--- src/hdl/pcent_pkg.sv ---
// Shared types and constants for the polygon centroid block.
`timescale 1ns / 1ps

package pcent_pkg;

	// Parameter defaults
	localparam int MAX_VERTICES_DEF = 1024;
	localparam int COORD_BITS_DEF   = 16;
	localparam int FRAC_BITS_DEF    = 8;

	// Fixed field and accumulator widths
	localparam int IN_W   = 16;
	localparam int OUT_W  = 24;
	localparam int ST_W   = 2;
	localparam int AREA_W = 45;
	localparam int NUM_W  = 62;

	// Result status codes
	typedef enum logic [ST_W-1:0] {
		ST_OK        = 2'd0,
		ST_ZERO_AREA = 2'd1,
		ST_FEW       = 2'd2,
		ST_SAT       = 2'd3
	} status_t;

	// Control into the edge accumulator
	typedef struct packed {
		logic start;
		logic clear;
	} acc_ctrl_t;

	// Status out of the divider
	typedef struct packed {
		logic done;
		logic sat;
	} div_stat_t;

endpackage

--- src/hdl/pcent_accum.sv ---
// Edge accumulator: one shared multiplier sequenced over the shoelace terms of an edge.
`timescale 1ns / 1ps

module pcent_accum import pcent_pkg::*; #(
	parameter int COORD_BITS = COORD_BITS_DEF
) (
	input  logic                           clk,
	input  logic                           arst_n,
	input  acc_ctrl_t                      ctrl,
	input  logic signed [COORD_BITS-1:0]   ax,
	input  logic signed [COORD_BITS-1:0]   ay,
	input  logic signed [COORD_BITS-1:0]   bx,
	input  logic signed [COORD_BITS-1:0]   by,
	output logic                           done,
	output logic signed [AREA_W-1:0]       area,
	output logic signed [NUM_W-1:0]        wx,
	output logic signed [NUM_W-1:0]        wy
);

	localparam int SUM_W = COORD_BITS + 1;
	localparam int C_W   = 2 * COORD_BITS + 1;
	localparam int PW    = SUM_W + C_W;

	typedef enum logic [6:0] {
		A_IDLE = 7'b0000001,
		A_M1   = 7'b0000010,
		A_M2   = 7'b0000100,
		A_SUB  = 7'b0001000,
		A_MX   = 7'b0010000,
		A_MY   = 7'b0100000,
		A_ACC  = 7'b1000000
	} acc_state_t;

	acc_state_t                 state_q;
	logic signed [COORD_BITS-1:0] ax_q, ay_q, bx_q, by_q;
	logic signed [SUM_W-1:0]    sx_q, sy_q;
	logic signed [C_W-1:0]      c_q;
	logic signed [PW-1:0]       prod_q;
	logic signed [AREA_W-1:0]   area_q;
	logic signed [NUM_W-1:0]    wx_q, wy_q;
	logic                       done_q;

	logic signed [SUM_W-1:0]    mul_a;
	logic signed [C_W-1:0]      mul_b;
	logic signed [PW-1:0]       prod;

	// Operand select for the shared multiplier
	always_comb begin
		mul_a = '0;
		mul_b = '0;
		case (state_q)
			A_M1: begin
				mul_a = SUM_W'(ax_q);
				mul_b = C_W'(by_q);
			end
			A_M2: begin
				mul_a = SUM_W'(bx_q);
				mul_b = C_W'(ay_q);
			end
			A_MX: begin
				mul_a = sx_q;
				mul_b = c_q;
			end
			A_MY: begin
				mul_a = sy_q;
				mul_b = c_q;
			end
			default: begin
				mul_a = '0;
				mul_b = '0;
			end
		endcase
	end

	assign prod = mul_a * mul_b;

	// Sequencer and accumulators
	always_ff @(posedge clk or negedge arst_n) begin
		if (!arst_n) begin
			state_q <= A_IDLE;
			done_q  <= 1'b0;
			area_q  <= '0;
			wx_q    <= '0;
			wy_q    <= '0;
			ax_q    <= '0;
			ay_q    <= '0;
			bx_q    <= '0;
			by_q    <= '0;
			sx_q    <= '0;
			sy_q    <= '0;
			c_q     <= '0;
			prod_q  <= '0;
		end else begin
			done_q <= (state_q == A_ACC);
			prod_q <= prod;
			case (state_q)
				A_IDLE: begin
					if (ctrl.clear) begin
						area_q <= '0;
						wx_q   <= '0;
						wy_q   <= '0;
					end
					if (ctrl.start) begin
						ax_q    <= ax;
						ay_q    <= ay;
						bx_q    <= bx;
						by_q    <= by;
						sx_q    <= SUM_W'(ax) + SUM_W'(bx);
						sy_q    <= SUM_W'(ay) + SUM_W'(by);
						state_q <= A_M1;
					end
				end
				A_M1: state_q <= A_M2;
				A_M2: begin
					// ax*by is ready
					c_q     <= C_W'(prod_q);
					state_q <= A_SUB;
				end
				A_SUB: begin
					// cross term complete
					c_q     <= c_q - C_W'(prod_q);
					state_q <= A_MX;
				end
				A_MX: begin
					area_q  <= area_q + AREA_W'(c_q);
					state_q <= A_MY;
				end
				A_MY: begin
					wx_q    <= wx_q + NUM_W'(prod_q);
					state_q <= A_ACC;
				end
				A_ACC: begin
					wy_q    <= wy_q + NUM_W'(prod_q);
					state_q <= A_IDLE;
				end
				default: state_q <= A_IDLE;
			endcase
		end
	end

	assign done = done_q;
	assign area = area_q;
	assign wx   = wx_q;
	assign wy   = wy_q;

endmodule

--- src/hdl/pcent_div.sv ---
// Restoring divider: weighted sum * 2^FRAC_BITS / (3 * doubled area), one bit per cycle.
`timescale 1ns / 1ps

module pcent_div import pcent_pkg::*; #(
	parameter int FRAC_BITS = FRAC_BITS_DEF
) (
	input  logic                     clk,
	input  logic                     arst_n,
	input  logic                     start,
	input  logic signed [NUM_W-1:0]  num,
	input  logic signed [AREA_W-1:0] area,
	output div_stat_t                stat,
	output logic [OUT_W-1:0]         quot
);

	localparam int DEN_W = AREA_W + 2;
	localparam int DV_W  = NUM_W + FRAC_BITS;
	localparam int SH_W  = DEN_W + OUT_W;
	localparam int RW    = (DV_W > SH_W) ? DV_W : SH_W;
	localparam int QW    = OUT_W + 1;
	localparam int STEPS = OUT_W + 1;
	localparam int SC_W  = $clog2(STEPS);
	localparam logic [QW-1:0] LIM_POS = QW'((64'd1 << (OUT_W - 1)) - 64'd1);
	localparam logic [QW-1:0] LIM_NEG = QW'(64'd1 << (OUT_W - 1));

	typedef enum logic [4:0] {
		D_IDLE = 5'b00001,
		D_MAG  = 5'b00010,
		D_LOAD = 5'b00100,
		D_ITER = 5'b01000,
		D_FIN  = 5'b10000
	} div_state_t;

	div_state_t          state_q;
	logic [NUM_W-1:0]    n_q;
	logic [AREA_W-1:0]   a_q;
	logic                neg_q;
	logic [RW-1:0]       rem_q;
	logic [RW-1:0]       dsr_q;
	logic [QW-1:0]       q_q;
	logic [SC_W-1:0]     step_q;
	logic [OUT_W-1:0]    quot_q;
	logic                done_q;
	logic                sat_q;

	logic                ge;
	logic [QW-1:0]       lim;
	logic                over;
	logic [OUT_W-1:0]    m;

	assign ge   = rem_q >= dsr_q;
	assign lim  = neg_q ? LIM_NEG : LIM_POS;
	assign over = q_q > lim;
	assign m    = over ? lim[OUT_W-1:0] : q_q[OUT_W-1:0];

	always_ff @(posedge clk or negedge arst_n) begin
		if (!arst_n) begin
			state_q <= D_IDLE;
			done_q  <= 1'b0;
			sat_q   <= 1'b0;
			quot_q  <= '0;
			n_q     <= '0;
			a_q     <= '0;
			neg_q   <= 1'b0;
			rem_q   <= '0;
			dsr_q   <= '0;
			q_q     <= '0;
			step_q  <= '0;
		end else begin
			done_q <= (state_q == D_FIN);
			case (state_q)
				D_IDLE: begin
					if (start) begin
						state_q <= D_MAG;
					end
					// magnitudes and quotient sign
					n_q   <= num[NUM_W-1] ? NUM_W'(-num) : NUM_W'(num);
					a_q   <= area[AREA_W-1] ? AREA_W'(-area) : AREA_W'(area);
					neg_q <= num[NUM_W-1] ^ area[AREA_W-1];
				end
				D_MAG: state_q <= D_LOAD;
				D_LOAD: begin
					// dividend scaled by fraction bits, divisor 3*area at top quotient bit
					rem_q   <= RW'(n_q) << FRAC_BITS;
					dsr_q   <= (RW'(a_q) + (RW'(a_q) << 1)) << OUT_W;
					q_q     <= '0;
					step_q  <= SC_W'(STEPS - 1);
					state_q <= D_ITER;
				end
				D_ITER: begin
					if (ge) begin
						rem_q <= rem_q - dsr_q;
					end
					q_q    <= {q_q[QW-2:0], ge};
					dsr_q  <= dsr_q >> 1;
					step_q <= step_q - 1'b1;
					if (step_q == '0) begin
						state_q <= D_FIN;
					end
				end
				D_FIN: begin
					// saturate, then apply sign
					quot_q  <= neg_q ? (~m + 1'b1) : m;
					sat_q   <= over;
					state_q <= D_IDLE;
				end
				default: state_q <= D_IDLE;
			endcase
		end
	end

	assign stat.done = done_q;
	assign stat.sat  = sat_q;
	assign quot      = quot_q;

endmodule

--- src/hdl/polygon_centroid.sv ---
// Polygon centroid top level: vertex intake, polygon sequencing and result register.
//
//  Channel  | Signals                                 | Direction
//  ---------+-----------------------------------------+----------
//  input    | in_valid, in_ready, vertex_x, vertex_y, | in
//           | last_vertex                             |
//  output   | out_valid, out_ready, centroid_x,       | out
//           | centroid_y, status                      |
//
// A vertex that adds an edge waits for the six-step pass of the shared multiplier
// over the edge terms. The first vertex of a polygon, or one past the vertex
// limit, adds no edge. The closing vertex adds the closing edge and, for three
// or more vertices and nonzero area, two 25-step divisions on the shared divider.
// in_ready is high only while the sequencer is idle. Reset clears the accumulators
// and vertex count. A waiting result holds in the output register; the next polygon
// is taken meanwhile and only a second result waits for out_ready.
`timescale 1ns / 1ps

module polygon_centroid import pcent_pkg::*; #(
	parameter int MAX_VERTICES = MAX_VERTICES_DEF,
	parameter int COORD_BITS   = COORD_BITS_DEF,
	parameter int FRAC_BITS    = FRAC_BITS_DEF
) (
	input  logic                    clk,
	input  logic                    arst_n,
	input  logic                    in_valid,
	output logic                    in_ready,
	input  logic signed [IN_W-1:0]  vertex_x,
	input  logic signed [IN_W-1:0]  vertex_y,
	input  logic                    last_vertex,
	output logic                    out_valid,
	input  logic                    out_ready,
	output logic signed [OUT_W-1:0] centroid_x,
	output logic signed [OUT_W-1:0] centroid_y,
	output logic [ST_W-1:0]         status
);

	localparam int CNT_W = $clog2(MAX_VERTICES + 1);

	typedef enum logic [7:0] {
		S_IDLE  = 8'b00000001,
		S_EDGE  = 8'b00000010,
		S_CLOSE = 8'b00000100,
		S_CWAIT = 8'b00001000,
		S_CHECK = 8'b00010000,
		S_DIVX  = 8'b00100000,
		S_DIVY  = 8'b01000000,
		S_OUT   = 8'b10000000
	} state_t;

	state_t                       state_q;
	logic signed [COORD_BITS-1:0] first_x_q, first_y_q, prev_x_q, prev_y_q;
	logic [CNT_W-1:0]             count_q;
	logic                         last_q;
	logic [OUT_W-1:0]             cx_q, cy_q;
	status_t                      st_q;
	logic                         sat_q;
	logic                         out_valid_q;
	logic [OUT_W-1:0]             out_cx_q, out_cy_q;
	status_t                      out_st_q;

	logic                         accept;
	logic                         has_edge;
	logic                         out_free;
	logic                         load_out;
	logic signed [COORD_BITS-1:0] x_in, y_in;
	logic signed [COORD_BITS-1:0] op_bx, op_by;
	acc_ctrl_t                    acc_ctrl;
	logic                         acc_done;
	logic signed [AREA_W-1:0]     area;
	logic signed [NUM_W-1:0]      wx, wy;
	logic                         div_start;
	logic signed [NUM_W-1:0]      div_num;
	div_stat_t                    div_stat;
	logic [OUT_W-1:0]             quot;

	// Intake and handshake
	assign in_ready = (state_q == S_IDLE);
	assign accept   = in_valid && in_ready;
	assign x_in     = vertex_x[COORD_BITS-1:0];
	assign y_in     = vertex_y[COORD_BITS-1:0];
	assign has_edge = (count_q != '0) && (count_q < CNT_W'(MAX_VERTICES));
	assign out_free = !out_valid_q || out_ready;
	assign load_out = (state_q == S_OUT) && out_free;

	// Edge operands: new vertex, or the first vertex on the closing edge
	assign op_bx          = (state_q == S_CLOSE) ? first_x_q : x_in;
	assign op_by          = (state_q == S_CLOSE) ? first_y_q : y_in;
	assign acc_ctrl.start = (accept && has_edge) || (state_q == S_CLOSE);
	assign acc_ctrl.clear = load_out;

	pcent_accum #(
		.COORD_BITS(COORD_BITS)
	) u_accum (
		.clk    (clk),
		.arst_n (arst_n),
		.ctrl   (acc_ctrl),
		.ax     (prev_x_q),
		.ay     (prev_y_q),
		.bx     (op_bx),
		.by     (op_by),
		.done   (acc_done),
		.area   (area),
		.wx     (wx),
		.wy     (wy)
	);

	// Divider runs x first, then y
	assign div_start = ((state_q == S_CHECK) && (count_q >= CNT_W'(3)) && (area != '0)) ||
	                   ((state_q == S_DIVX) && div_stat.done);
	assign div_num   = (state_q == S_DIVX) ? wy : wx;

	pcent_div #(
		.FRAC_BITS(FRAC_BITS)
	) u_div (
		.clk    (clk),
		.arst_n (arst_n),
		.start  (div_start),
		.num    (div_num),
		.area   (area),
		.stat   (div_stat),
		.quot   (quot)
	);

	// Polygon sequencer
	always_ff @(posedge clk or negedge arst_n) begin
		if (!arst_n) begin
			state_q     <= S_IDLE;
			count_q     <= '0;
			last_q      <= 1'b0;
			first_x_q   <= '0;
			first_y_q   <= '0;
			prev_x_q    <= '0;
			prev_y_q    <= '0;
			cx_q        <= '0;
			cy_q        <= '0;
			st_q        <= ST_OK;
			sat_q       <= 1'b0;
			out_valid_q <= 1'b0;
			out_cx_q    <= '0;
			out_cy_q    <= '0;
			out_st_q    <= ST_OK;
		end else begin
			// result register: load wins over a drain in the same cycle
			if (load_out) begin
				out_valid_q <= 1'b1;
			end else if (out_ready) begin
				out_valid_q <= 1'b0;
			end
			case (state_q)
				S_IDLE: begin
					if (accept) begin
						last_q <= last_vertex;
						if (count_q == '0) begin
							first_x_q <= x_in;
							first_y_q <= y_in;
							prev_x_q  <= x_in;
							prev_y_q  <= y_in;
							count_q   <= CNT_W'(1);
						end else if (has_edge) begin
							prev_x_q <= x_in;
							prev_y_q <= y_in;
							count_q  <= count_q + 1'b1;
						end
						if (has_edge) begin
							state_q <= S_EDGE;
						end else if (last_vertex) begin
							state_q <= S_CLOSE;
						end
					end
				end
				S_EDGE: begin
					if (acc_done) begin
						state_q <= last_q ? S_CLOSE : S_IDLE;
					end
				end
				S_CLOSE: state_q <= S_CWAIT;
				S_CWAIT: begin
					if (acc_done) begin
						state_q <= S_CHECK;
					end
				end
				S_CHECK: begin
					cx_q <= '0;
					cy_q <= '0;
					if (count_q < CNT_W'(3)) begin
						st_q    <= ST_FEW;
						state_q <= S_OUT;
					end else if (area == '0) begin
						st_q    <= ST_ZERO_AREA;
						state_q <= S_OUT;
					end else begin
						state_q <= S_DIVX;
					end
				end
				S_DIVX: begin
					if (div_stat.done) begin
						cx_q    <= quot;
						sat_q   <= div_stat.sat;
						state_q <= S_DIVY;
					end
				end
				S_DIVY: begin
					if (div_stat.done) begin
						cy_q    <= quot;
						st_q    <= (sat_q || div_stat.sat) ? ST_SAT : ST_OK;
						state_q <= S_OUT;
					end
				end
				S_OUT: begin
					if (out_free) begin
						out_cx_q <= cx_q;
						out_cy_q <= cy_q;
						out_st_q <= st_q;
						count_q  <= '0;
						state_q  <= S_IDLE;
					end
				end
				default: state_q <= S_IDLE;
			endcase
		end
	end

	assign out_valid  = out_valid_q;
	assign centroid_x = out_cx_q;
	assign centroid_y = out_cy_q;
	assign status     = out_st_q;

	// Edge pass finishes only while the sequencer waits for it
	a_acc_done_wait: assert property (@(posedge clk) disable iff (!arst_n)
		acc_done |-> (state_q == S_EDGE || state_q == S_CWAIT))
		else $error("edge accumulator finished outside a wait state");

	// Division finishes only while a centroid coordinate is pending
	a_div_done_wait: assert property (@(posedge clk) disable iff (!arst_n)
		div_stat.done |-> (state_q == S_DIVX || state_q == S_DIVY))
		else $error("divider finished outside a division state");

	// Loading a result restarts the polygon and presents the item
	a_out_load: assert property (@(posedge clk) disable iff (!arst_n)
		load_out |=> (count_q == '0 && out_valid_q && state_q == S_IDLE))
		else $error("result load did not restart the polygon");

endmodule
--- config.mk ---
export PLATFORM = sky130hd
export DESIGN_NAME = polygon_centroid
export DESIGN_NICKNAME = d
export VERILOG_FILES = /design/src/hdl/pcent_pkg.sv /design/src/hdl/pcent_accum.sv /design/src/hdl/pcent_div.sv /design/src/hdl/polygon_centroid.sv
export SDC_FILE = /design/constraint.sdc
export NUM_CORES = 2
export LEC_CHECK = 0
export BUFFER_PORTS_ARGS = -buffer_cell sky130_fd_sc_hd__clkbuf_2
export CAP_MARGIN = 20
export CORE_UTILIZATION = 55
export CTS_BUF_LIST = sky130_fd_sc_hd__clkbuf_4 sky130_fd_sc_hd__clkbuf_8
export DETAILED_ROUTE_END_ITERATION = 6
export PLACE_DENSITY_LB_ADDON = 0.15
export SLEW_MARGIN = 40
export SYNTH_ARGS = -nofsm -noshare
export SYNTH_HDL_FRONTEND = slang
export SYNTH_SLANG_ARGS = --single-unit
--- constraint.sdc ---
create_clock -name clk -period 17.3 [get_ports clk]
set_input_delay 0.865 -clock clk [delete_from_list [all_inputs] [get_ports clk]]
set_output_delay 0.865 -clock clk [all_outputs]
set_load 0.005 [all_outputs]
# Yosys cells after proc, flatten, opt, wreduce, memory -nomap -nowiden
# Cells that the tools add are included.
op_classes:
  add_sub_neg: 13
  multipliers: 1
  n_div: 0
  magnitude_cmp: 5
  n_eq_ne: 34
  shifts: 0
  n_mux: 57
  n_bitwise: 2
  n_reduce_logical: 44
ops:
  columns: ["cell", "n"]
  rows:
  - ["case mux 71 bit (2 select lines)", 2]
  - ["case mux 62 bit (2 select lines)", 2]
  - ["two-way mux 62 bit", 3]
  - ["adder 62 x 50 -> 62 bit", 2]
  - ["case mux 33 bit (3 select lines)", 1]
  - ["two-way mux 16 bit", 6]
  - ["two-way mux 24 bit", 4]
  - ["case mux 24 bit (2 select lines)", 2]
  - ["two-way mux 45 bit", 2]
  - ["case mux 45 bit (2 select lines)", 1]
  - ["two-way mux 8 bit", 10]
  - [">= comparator 71 bit", 1]
  - ["two-way mux 71 bit", 1]
  - ["subtractor 71 bit", 1]
  - ["case mux 17 bit (4 select lines)", 1]
  - ["case mux 33 bit (2 select lines)", 1]
  - ["case mux 8 bit (8 select lines)", 1]
  - ["negation 62 bit", 1]
  - ["multiplier 17 x 33 -> 50 bit", 1]
  - ["case mux 25 bit (2 select lines)", 1]
  - ["adder 45 x 46 -> 47 bit", 1]
  - ["adder 45 x 33 -> 45 bit", 1]
  - ["zero test 45 bit", 1]
  - ["negation 45 bit", 1]
  - ["58 further kinds", 108]
totals:
  regBits: 855
  latch_bits: 0
  mem_bits_rw: 0
  mem_bits_ro: 0
  inputBits: 37
  output_inout_bits: 52
  elab_cells: 195
  n_memories: 0

# Depth between registers and ports, before layout
depth:
  ltp_word: 6
  mapped_depth: 33
  depth_no_buf: 31

# Hierarchy
# A second synthesis with hierarchy kept.
hier_totals:
  hier_cells: 8716
  area_unflattened_um2: 75454.9
by_module_without_submodules:
  columns: ["module", "n_inst", "cells_per_inst", "area_each_um2", "seq_area_each_um2"]
  rows:
  - ["pcent_accum", 1, 5156, 44203.6, 8959.8]
  - ["pcent_div", 1, 2694, 22215.1, 7783.7]
  - ["polygon_centroid", 1, 866, 9036.2, 4655.7]

# Worst setup path before layout
# OpenSTA, ideal clock, no wires.
synth_timing:
  path_type: "register to register"
  start: "register u_accum.state_q[6]"
  end: "register u_accum.prod_q[49]"
  setup_time_ns: 0.127
  arrival_time_ns: 8.101
  required_time_ns: 17.173
  path_slack_ns: 9.071
  path_stages_with_launch: 31
  path_buffers: 4
  period_less_slack_ns: 8.229
  cell_sequence: "dfrtp_1 > nor4_1 > nor4bb_1 > clkbuf_1 > a22o_1 > clkbuf_1 > buf_1 > a21o_1 > clkbuf_1 > nand2_1 > fa_1 > inv_1 > fa_1 > fa_1 > fa_1 > fa_1 > inv_1 > fa_1 > inv_1 > ha_1 > and3_1 > a41oi_1 > o21ai_0 > a2111o_1 > a31oi_1 > o31ai_1 > nand2_1 > o21ai_0 > a2111oi_0 > o31ai_1 > xnor2_1"
synth_between:
  elab_chain_len: 4
  elab_cells_between_ends: 8
  cone_classes: "mul: 1; eq/ne: 4; mux: 2; reduce/logical: 1"
synth_rtl:
  columns: ["element", "line_no", "rtl"]
  rows:
  - ["start: declaration", "pcent_accum.sv:34", "acc_state_t state_q;"]
  - ["start signal: assignment", "pcent_accum.sv:80", "state_q <= A_IDLE;"]
  - ["start signal: assignment", "pcent_accum.sv:110", "state_q <= A_M1;"]
  - ["start signal: assignment", "pcent_accum.sv:113", "A_M1: state_q <= A_M2;"]
  - ["equality test 7 x 5 -> 1 bit / equality test 7 x 6 -> 1 bit (equally long branches)", "pcent_accum.sv:51", "case (state_q)"]
  - ["OR reduction 2 bit (no source line)", null, null]
  - ["case mux 33 bit (3 select lines)", "pcent_accum.sv:51", null]
  - ["multiplier 17 x 33 -> 50 bit (*)", "pcent_accum.sv:75", "assign prod = mul_a * mul_b;"]
  - ["named net u_accum.prod[49]", "pcent_accum.sv:45", "logic signed [PW-1:0] prod;"]
  - ["end signal: assignment", "pcent_accum.sv:95", "prod_q <= prod;"]
  - ["end: declaration", "pcent_accum.sv:38", "logic signed [PW-1:0] prod_q;"]
# Mark *: on every way through the listed nets, which the timed path passes. The rest lies on a longest branch.
# A chain may end at the register's enable or synchronous reset.

# Final worst setup path
layout_timing:
  start: "register u_accum.state_q[2]"
  end: "register u_accum.prod_q[49]"
# Same word-level chain as after synthesis.

==> flow_metrics.tcl <==
set metrics [dict create \
    outcome "finished, final reports clean" \
    whs_ns 0.214 \
    synthXorXnorAreaFrac_pct 5.24 \
    slew_headroom_pct 40.5 \
    drc 0 \
    final_area_um2 80400 \
    crit_top_cell "fa_1" \
    synth_edf_count 0 \
    antenna_found_initial 3 \
    place.gp.congestion 0.957 \
    grt_pass1_wl_mm 346 \
    postPlaceCellArea_um2 76800 \
    cts_tree "built" \
    leakage_nw 39.9 \
    syn2layout_area_growth_pct 7.87 \
    drv_cap 0 \
    cts_root_buf "clkbuf_8" \
    coreArea_um2 134000 \
    synthCells 8459 \
    power_density_nw_per_um2 114 \
    end_kind "register" \
    dp_hpwl_mm 166 \
    post-route-min-period_ns 10.04 \
    drt_pass1_iterations 7 \
    clock_path_buffers 3 \
    ios 89 \
    dieHeight_um 370 \
    rsz0062_at_grt "false" \
    numCtsBuffers 155 \
    cts_sinks 855 \
    skew_ns 0.0775 \
    ys_types 89 \
    cts_resized 0 \
    start_util_pct 55.6 \
    grt_pass1_vias 61700 \
    fmax_ghz 0.0996 \
    multiInputGateArea_um2 49000 \
    muxShareOfSynthArea_pct 4.08 \
    critical_path_arrival_ns 10.80 \
    grt_max_degree 151 \
    synthAdderAreaFrac_pct 22.9 \
    setup_slack_ns 7.26 \
    layout.cells.non_filler 10300 \
    synth-simple-area-share_pct 15.0 \
    synth_compound_area_share_pct 18.0 \
    dp.cells 9996 \
    grt_overflow 0 \
    fin_setup_tns_ns 0 \
    port-buffer-count 88 \
    num_rows 134 \
    worstPathRequired_ns 18.05 \
    slowest_delay_ns 0.68 \
    vdd_drop_max_mv 0.121 \
    seqCellArea_um2 21400 \
    vias_per_cell 6.04 \
    routed_wl_mm 218 \
    hold_path.class "in2reg" \
    synth-async-reset-ratio_pct 100 \
    synth_top_family_by_area "adder cells" \
    syn_area_um2 74500 \
    drive_above_1_share_pct 8.73 \
    nFillCells 11800 \
    vias 62000 \
    syn_area_per_cell_um2 8.81 \
    routedWlPerCell_um 21.2 \
    nets 9464 \
    groute.usage.overall_pct 32.1 \
    finalPower_mw 9.20 \
    hold_viol_final 0 \
    drt-initial-drc-count 5107 \
    yosysWarnings 0 \
    place_ws_ns 7.17 \
    fin_util_pct 60.0 \
    worst_pin_slew_ns 0.893 \
    finalCritPeriodShare_pct 58.1 \
    cp-start-kind "register" \
    clkLatencyLatePin_ns 0.91 \
    syn_nets 9534 \
    cp_slowest_cell "a2111oi_0" \
    clkTransAtPathRegs_ns 0.07 \
    cp_max_fo 71 \
    drv_slew 0 \
    ys_seq_area_share_pct 28.7 \
    cts-htree-levels 4 \
    setup_viol 0 \
    dieArea_um2 137000 \
    critPathKind "reg2reg" \
    synth_ff_type "dfrtp_1" \
    post_cts_buffers 0 \
    ys_seq_elements 855 \
    postRouteAntennaNets 0 \
    die_w_um 370 \
]
[state kept, by name, summed over array words and instances (netlist names), 25 cells and up]
register and count:
u_accum.wy 62, u_accum.c_q 33, u_accum.wx 62, u_div.q_q 25
u_div.a_q 45, u_div.rem_q 71, u_div.n_q 62, u_accum.prod_q 50
u_div.dsr_q 71, u_accum.area 45
[layout make-up]
cell class / count / share of cell area, %
antenna: 3 / 0.00934
clock inverter: 49 / 0.766
multi-input combinational: 6418 / 60.9
inverter: 773 / 3.61
timing repair buffer: 186 / 1.69
clock buffer: 227 / 3.65
tap: 1768 / 2.75
sequential: 855 / 26.6
[critical path: cells and delay by family, from the launching register on]
kind / cells / cell delay (ns)
AO/OA/AOI/OAI: 10 / 3.04
XOR/XNOR: 1 / 0.16
adder cells (fa/ha/maj): 7 / 3.48
buffers and inverters: 6 / 1.55
flip-flops: 1 / 0.44
AND/OR/NAND/NOR: 4 / 1.15
[layer usage]
metal  up-vias  GRT usage [%]  part of all wire [%]
met5         -              0                0.0050
met4         2           13.3                   4.3
met3       472           5.33                   7.1
met2      2196           50.4                    45
met1     30500           44.0                    43
li1      28900              -                     -
[cells by family (layout without fill, tap and decap cells)]
| kind of cell | Yosys count | count (layout) |
|---|---|---|
| AND/OR/NAND/NOR | 2501 | 2501 |
| AO/OA/AOI/OAI | 2152 | 2152 |
| buffers and inverters | 1186 | 1235 |
| adder cells (fa/ha/maj) | 1038 | 1038 |
| flip-flops | 855 | 855 |
| XOR/XNOR | 446 | 446 |
| multiplexers | 281 | 281 |
| other | 0 | 3 |
[layout by cell type (no fill, tap or decap), types with 62 or more instances in the layout]
cell type	Yosys	final
o22ai_1	74	74
dfrtp_1	852	852
xnor2_1	221	221
o21ai_0	670	670
nand3_1	164	162
nor3_1	107	107
mux2i_1	99	98
xor2_1	225	225
buf_4	1	75
nand2_1	1118	1118
o31ai_1	64	63
clkbuf_2	0	87
nor2_1	611	603
mux2_2	182	182
inv_1	771	769
a21o_1	291	291
a31oi_1	76	75
ha_1	494	494
clkbuf_8	0	197
nand2b_1	66	65
a21oi_1	483	478
and3_1	64	62
nand4_1	71	71
fa_1	544	543
[what timing repair did]
| action | 4_1_cts | 5_1_grt |
|---|---|---|
| hold endpoints to repair | 51 | 0 |
| hold buffers | 1 | 0 |
| setup endpoints to repair | 0 | 0 |
[Yosys cell counts (all sizes together), types with 48 or more instances]
library cell  count  area share (%)
a211oi           50            0.50
a21o            291             2.9
a21oi           483             3.2
a22o             54            0.63
a22oi            57            0.57
a31oi            76            0.64
and2             48            0.40
and3             64            0.54
clkbuf          373             1.9
dfrtp           852              29
fa              544              15
ha              494             8.3
inv             772             3.9
mux2            182             2.7
mux2i            99             1.3
nand2          1118             5.6
nand2b           66            0.55
nand3           164             1.1
nand4            72            0.62
nor2            612             3.1
nor2b            61            0.51
nor3            108            0.74
o21ai           679             4.6
o21bai           50            0.50
o22ai            74            0.62
o31ai            64            0.64
or3              52            0.44
xnor2           221             2.6
xor2            225             2.6
[power by group]
group / switching [mW] / internal (mW) / total, mW
sequential: 0.477 / 2.42 / 2.89
combinational: 2.44 / 1.66 / 4.10
clock: 0.946 / 1.26 / 2.21
total: 3.86 / 5.34 / 9.20
[worst paths after layout]
check	start	endpoint	slack [ns]	depth (start not counted)
max in group asynchronous	arst_n	u_accum.ax_q[4]	14.40	6
min	vertex_x[9]	prev_x_q[9]	0.21	2
min in group asynchronous	arst_n	centroid_x[16]	0.50	2
max reg2reg	u_accum.state_q[2]	u_accum.prod_q[49]	7.26	28
max	u_accum.state_q[2]	u_accum.prod_q[49]	7.26	28
min reg2reg	cx_q[17]	cx_q[17]	0.48	2
Power figures use the tool's default switching activity.
